File: config.mk
export PLATFORM = sky130hd
export DESIGN_NAME = kaf_ctrl
export DESIGN_NICKNAME = d
export VERILOG_FILES = /design/src/hw/rtl/kaf_pkg.sv /design/src/hw/rtl/kaf_ctrl.sv
export SDC_FILE = /design/constraint.sdc
export NUM_CORES = 1
export LEC_CHECK = 0
export BUFFER_PORTS_ARGS = -buffer_cell sky130_fd_sc_hd__buf_2
export CELL_PAD_IN_SITES_DETAIL_PLACEMENT = 1
export CELL_PAD_IN_SITES_GLOBAL_PLACEMENT = 2
export CORE_UTILIZATION = 36
export DETAILED_ROUTE_END_ITERATION = 7
export PLACE_DENSITY = 0.76
export SYNTH_ARGS = -nofsm -noshare
export SYNTH_HDL_FRONTEND = slang
export SYNTH_SLANG_ARGS = --single-unit
File: constraint.sdc
create_clock -name clk_i -period 2.4 [get_ports clk_i]
set_input_delay 0.12 -clock clk_i [delete_from_list [all_inputs] [get_ports clk_i]]
set_output_delay 0.12 -clock clk_i [all_outputs]
set_load 0.05 [all_outputs]
File: src/hw/rtl/kaf_pkg.sv
// Shared types, constants and helpers of the angle and gyro bias filter.
`default_nettype none

package kaf_pkg;

  localparam int unsigned DataW = 32;
  localparam int unsigned CfgW  = 25;
  localparam int unsigned CfgIdxW = 2;

  // Register reset values in unsigned Q1.24
  localparam logic [CfgW-1:0] TimeStepRst   = 25'd3355443;
  localparam logic [CfgW-1:0] AngleNoiseRst = 25'd16777;
  localparam logic [CfgW-1:0] BiasNoiseRst  = 25'd50332;
  localparam logic [CfgW-1:0] MeasNoiseRst  = 25'd503316;

  // Configuration register indexes
  typedef enum logic [CfgIdxW-1:0] {
    CFG_TIME_STEP   = 2'd0,
    CFG_ANGLE_NOISE = 2'd1,
    CFG_BIAS_NOISE  = 2'd2,
    CFG_MEAS_NOISE  = 2'd3
  } cfg_idx_e;

  // Datapath step codes issued by the controller
  typedef enum logic [3:0] {
    STEP_NONE   = 4'd0,
    STEP_RATE   = 4'd1,
    STEP_APRED  = 4'd2,
    STEP_INNER  = 4'd3,
    STEP_CPRED  = 4'd4,
    STEP_P00    = 4'd5,
    STEP_DIVGO  = 4'd6,
    STEP_DIVW   = 4'd7,
    STEP_GAIN   = 4'd8,
    STEP_CORR_A = 4'd9,
    STEP_CORR_B = 4'd10,
    STEP_CORR_C = 4'd11,
    STEP_CORR_D = 4'd12,
    STEP_CORR_E = 4'd13,
    STEP_CORR_F = 4'd14,
    STEP_CORR_G = 4'd15
  } step_e;

  typedef struct packed {
    logic  load_in;
    logic  out_load;
    step_e step;
  } kaf_cmd_t;

  typedef struct packed {
    logic s_zero;
    logic div_done;
  } kaf_stat_t;

  // Saturate a wide signed value to the signed 32-bit range.
  function automatic logic signed [DataW-1:0] sat32(input logic signed [47:0] v);
    logic signed [DataW-1:0] r;
    if (v > 48'sh0000_7FFF_FFFF) begin
      r = 32'sh7FFF_FFFF;
    end else if (v < -48'sh0000_8000_0000) begin
      r = -32'sh8000_0000;
    end else begin
      r = v[DataW-1:0];
    end
    return r;
  endfunction

endpackage

`default_nettype wire

File: src/hw/rtl/kaf_ctrl.sv
// Controller: sequences the filter steps and owns the channel handshakes.
`default_nettype none

module kaf_ctrl (
  input  logic                clk_i,
  input  logic                rst_ni,
  input  logic                in_valid_i,
  output logic                in_ready_o,
  output logic                out_valid_o,
  input  logic                out_ready_i,
  input  kaf_pkg::kaf_stat_t  stat_i,
  output kaf_pkg::kaf_cmd_t   cmd_o
);
  import kaf_pkg::*;

  typedef enum logic [15:0] {
    S_IDLE   = 16'h0001,
    S_RATE   = 16'h0002,
    S_APRED  = 16'h0004,
    S_INNER  = 16'h0008,
    S_CPRED  = 16'h0010,
    S_P00    = 16'h0020,
    S_DIVGO  = 16'h0040,
    S_DIVW   = 16'h0080,
    S_GAIN   = 16'h0100,
    S_CORR_A = 16'h0200,
    S_CORR_B = 16'h0400,
    S_CORR_C = 16'h0800,
    S_CORR_D = 16'h1000,
    S_CORR_E = 16'h2000,
    S_CORR_F = 16'h4000,
    S_CORR_G = 16'h8000
  } state_e;

  state_e state_q, state_d;
  logic   out_valid_q, out_valid_d;
  logic   fin;

  // The result is loaded once the output register is free
  assign fin = (state_q == S_CORR_G) && (!out_valid_q || out_ready_i);

  always_comb begin
    state_d = state_q;
    cmd_o.step = STEP_NONE;
    unique case (state_q)
      S_IDLE:   if (in_valid_i) state_d = S_RATE;
      S_RATE:   begin cmd_o.step = STEP_RATE;   state_d = S_APRED; end
      S_APRED:  begin cmd_o.step = STEP_APRED;  state_d = S_INNER; end
      S_INNER:  begin cmd_o.step = STEP_INNER;  state_d = S_CPRED; end
      S_CPRED:  begin cmd_o.step = STEP_CPRED;  state_d = S_P00;   end
      S_P00:    begin cmd_o.step = STEP_P00;    state_d = S_DIVGO; end
      S_DIVGO: begin
        cmd_o.step = STEP_DIVGO;
        state_d = stat_i.s_zero ? S_GAIN : S_DIVW;
      end
      S_DIVW: begin
        cmd_o.step = STEP_DIVW;
        if (stat_i.div_done) state_d = S_GAIN;
      end
      S_GAIN:   begin cmd_o.step = STEP_GAIN;   state_d = S_CORR_A; end
      S_CORR_A: begin cmd_o.step = STEP_CORR_A; state_d = S_CORR_B; end
      S_CORR_B: begin cmd_o.step = STEP_CORR_B; state_d = S_CORR_C; end
      S_CORR_C: begin cmd_o.step = STEP_CORR_C; state_d = S_CORR_D; end
      S_CORR_D: begin cmd_o.step = STEP_CORR_D; state_d = S_CORR_E; end
      S_CORR_E: begin cmd_o.step = STEP_CORR_E; state_d = S_CORR_F; end
      S_CORR_F: begin cmd_o.step = STEP_CORR_F; state_d = S_CORR_G; end
      S_CORR_G: if (fin) begin
        cmd_o.step = STEP_CORR_G;
        state_d = S_IDLE;
      end
      default: state_d = S_IDLE;
    endcase
  end

  // The last covariance update and the result load share one cycle
  always_comb begin
    out_valid_d = out_valid_q;
    if (out_valid_q && out_ready_i) out_valid_d = 1'b0;
    if (fin) out_valid_d = 1'b1;
  end

  always_ff @(posedge clk_i or negedge rst_ni) begin
    if (!rst_ni) begin
      state_q     <= S_IDLE;
      out_valid_q <= 1'b0;
    end else begin
      state_q     <= state_d;
      out_valid_q <= out_valid_d;
    end
  end

  assign in_ready_o     = (state_q == S_IDLE);
  assign out_valid_o    = out_valid_q;
  assign cmd_o.load_in  = in_ready_o & in_valid_i;
  assign cmd_o.out_load = fin;

endmodule

`default_nettype wire

==> impl_metrics.yaml <==
placed_design:
  post-dp-hpwl_um: 2050
  place.gp.congestion: 0.774
  io_buffer_count: 13
drt:
  drt_iter0_drc: 27
  vias: 938
  post-route-drc-count: 0
  dr.pass1.iters: 4
  avgRoutedWirePerCell_um: 15.8
  viasPerCell: 5.33
  postRouteAntennaNets: 0
  wl_um: 2780
floorplan:
  die_h_um: 58.2
  dieArea_um2: 3380
  die_x_um: 58.2
  rows: 20
  start_util_pct: 37.5
  coreArea_um2: 3030
  ios: 14
finish:
  drive_above_1_share_pct: 33.3
  multi_input_area_um2: 706
  nets: 139
  n_antenna_cell: 0
  fin_util_pct: 44.9
  fill_cells: 357
  regArea_um2: 432
  syn_to_final_growth_pct: 19.6
critical_path:
  crit_end: "cmd_o[1]"
  r2r-end: "state_q[0]$_DFFE_PN1P_"
  crit_path_start: "state_q[13]$_DFFE_PN0P_"
  start_kind: "flop"
  end_kind: "primary output"
  rr_worst_depth: 6
  critical_path_peak_fanout: 8
  path_class: "reg2out"
  required_ns: 2.28
  r2r_setup_slack_ns: 0.50
  rr_startpoint: "state_q[11]$_DFFE_PN0P_"
  critical_path_arrival_ns: 2.20
cts:
  cts_tree: "built"
  clk_latency_ns: 0.29
  htreeDepth: 1
  path_clk_slew_ns: 0.10
  cts_buffers: 3
  root_buffer: "clkbuf_4"
  clock-sinks: 17
  clock_path_buffers: 2
yosys:
  yosys-top-cells-count: "16 x dfrtp_1, 11 x nor2_1, 6 x nor3_1, 6 x nor3b_1"
  synth_top_area_share_pct: 35.2
  syn_avg_cell_area_um2: 9.79
  yosysMostFrequentCell: "dfrtp_1"
  ys_types: 43
  async_flop_share_pct: 100
  synth_area_um2: 1140
  ys_seq_area_share_pct: 37.6
  ys.flop_type: "dfrtp_1"
  synthCells: 116
  yosys.area.top_type: "dfrtp_1"
  syn-num-nets: 122
  synth_edf_count: 0
  synth_area_leaders: "dfrtp_1 35%, nor4_4 7.5%, nor3b_1 4.0%"
  synth_seq_cells: 17
  synth-warning-count: 0
hold_path:
  hold_path_class: "in2reg"
  min_delay_path_depth: 3
global_route:
  globalRouteOverflowTotal: 0
  grt_max_degree: 18
  grt_pass1_wl_um: 4500
  grtUsageTotal_pct: 17.7
  grt_pass1_vias: 945
  antenna_found_initial: 0
run_status:
  outcome: "complete, no violations"
pwr:
  p_sw_share_pct: 44.0
  seqPwrFrac_pct: 33.7
  p_leak_nw: 0.553
  power_density_nw_per_um2: 813
  vdd_drop_max_uv: 689
  comb_power_share_pct: 51.9
  intPower_mw: 0.618
  power.switching_mw: 0.486
  pwr-share-clk_pct: 14.3
  power.total_mw: 1.10
flow_run:
  drv_cap: 0
timing:
  fin_tns_setup_ns: 0
  hold_viol: 0
  hold-worst-slack_ns: 0.0920
  tightest_slew_ns: 0.408
  slew_violations: 0
  rsz0062_at_grt: "true"
  slew_headroom_pct: 72.8
  fin_skew_ns: 0.00146
  setup_viol: 0
  timing.fmax_mhz: 430
  period_share_pct: 96.9
  min_period_ns: 2.32
layout by cell type (no fill, tap or decap), types with 5 or more instances in the layout:
cell type,count
clkbuf_4,6
dfrtp_1,12
buf_4,6
nand2b_1,5
nor2_1,11
buf_2,9
nor3_1,6
nor2b_1,5
xnor2_1,5
nor4_4,5
nor3b_1,5
power groups by stage:
stage | Sequential, mW | Clock [mW] | Combinational, mW
finish | 0.373 | 0.158 | 0.574
CTS | 0.382 | 0.164 | 0.523
detailed placement | 0.388 | 0 | 0.496
floorplan | 0.344 | 0 | 0.433
global route | 0.379 | 0.179 | 0.622
global placement | 0.383 | 0 | 0.490
sequential cells by signal, indices dropped and copies added (netlist names):
register     cells
state_q         16
out_valid_o      1
area by class of cell:
type	count	area share, %
inverters	2	0.552
multi-input cells	89	51.9
well taps	44	4.05
clock buffers	4	1.93
repair buffers	20	9.76
flip-flops and latches	17	31.8
logic make-up after synthesis:
kind of cell    after synthesis  share of synthesized area, %
compound gates               15                          9.47
xor+xnor                      7                          5.40
flops                        17                          37.6
buf+inv                      10                          4.74
simple gates                 67                          42.8
layer usage:
metal,part of all wire (%),track usage [%],vias up
met5,0,0,-
met4,1.2,5.10,0
met3,2.4,2.90,5
met2,50,30.2,13
met1,47,22.9,462
li1,-,-,458
worst min path at each step:
stage                                    endpoint       from
after floorplan           out_valid_o$_DFFE_PN0P_     rst_ni
after global placement    state_q[13]$_DFFE_PN0P_     rst_ni
after detailed placement  state_q[14]$_DFFE_PN0P_     rst_ni
after CTS                  state_q[7]$_DFFE_PN0P_  stat_i[1]
after global routing       state_q[7]$_DFFE_PN0P_  stat_i[1]
final                      state_q[7]$_DFFE_PN0P_  stat_i[1]
worst max-delay path, stage by stage, from the launching register on:
cell      delay [ns]
dfrtp_2         0.51
nor4_4          0.39
nand3_1         0.18
or3_4           0.37
nor2_1          0.11
or3_1           0.12
clkbuf_4        0.22
repair_timing:
action | 4_1_cts | 5_1_grt
hold endpoints to repair | 17 | 0
hold buffers | 2 | 0
gates resized for setup | 3 | 14
cloned | 0 | 0
endpoints found under the setup margin | 4 | 5
buffers inserted | 2 | 2
pin swaps | 3 | 3
per-stage QoR:
step / cells / worst slack, ns / area (µm²)
after floorplan: 116 / 0.0866 / 1140
after global placement: 166 / 0.308 / 1220
after detailed placement: 166 / 0.237 / 1220
after CTS: 174 / 0.00300 / 1290
after global routing: 176 / -0.0280 / 1360
final: 176 / 0.0756 / 1360
Power figures use the tool's default switching activity.
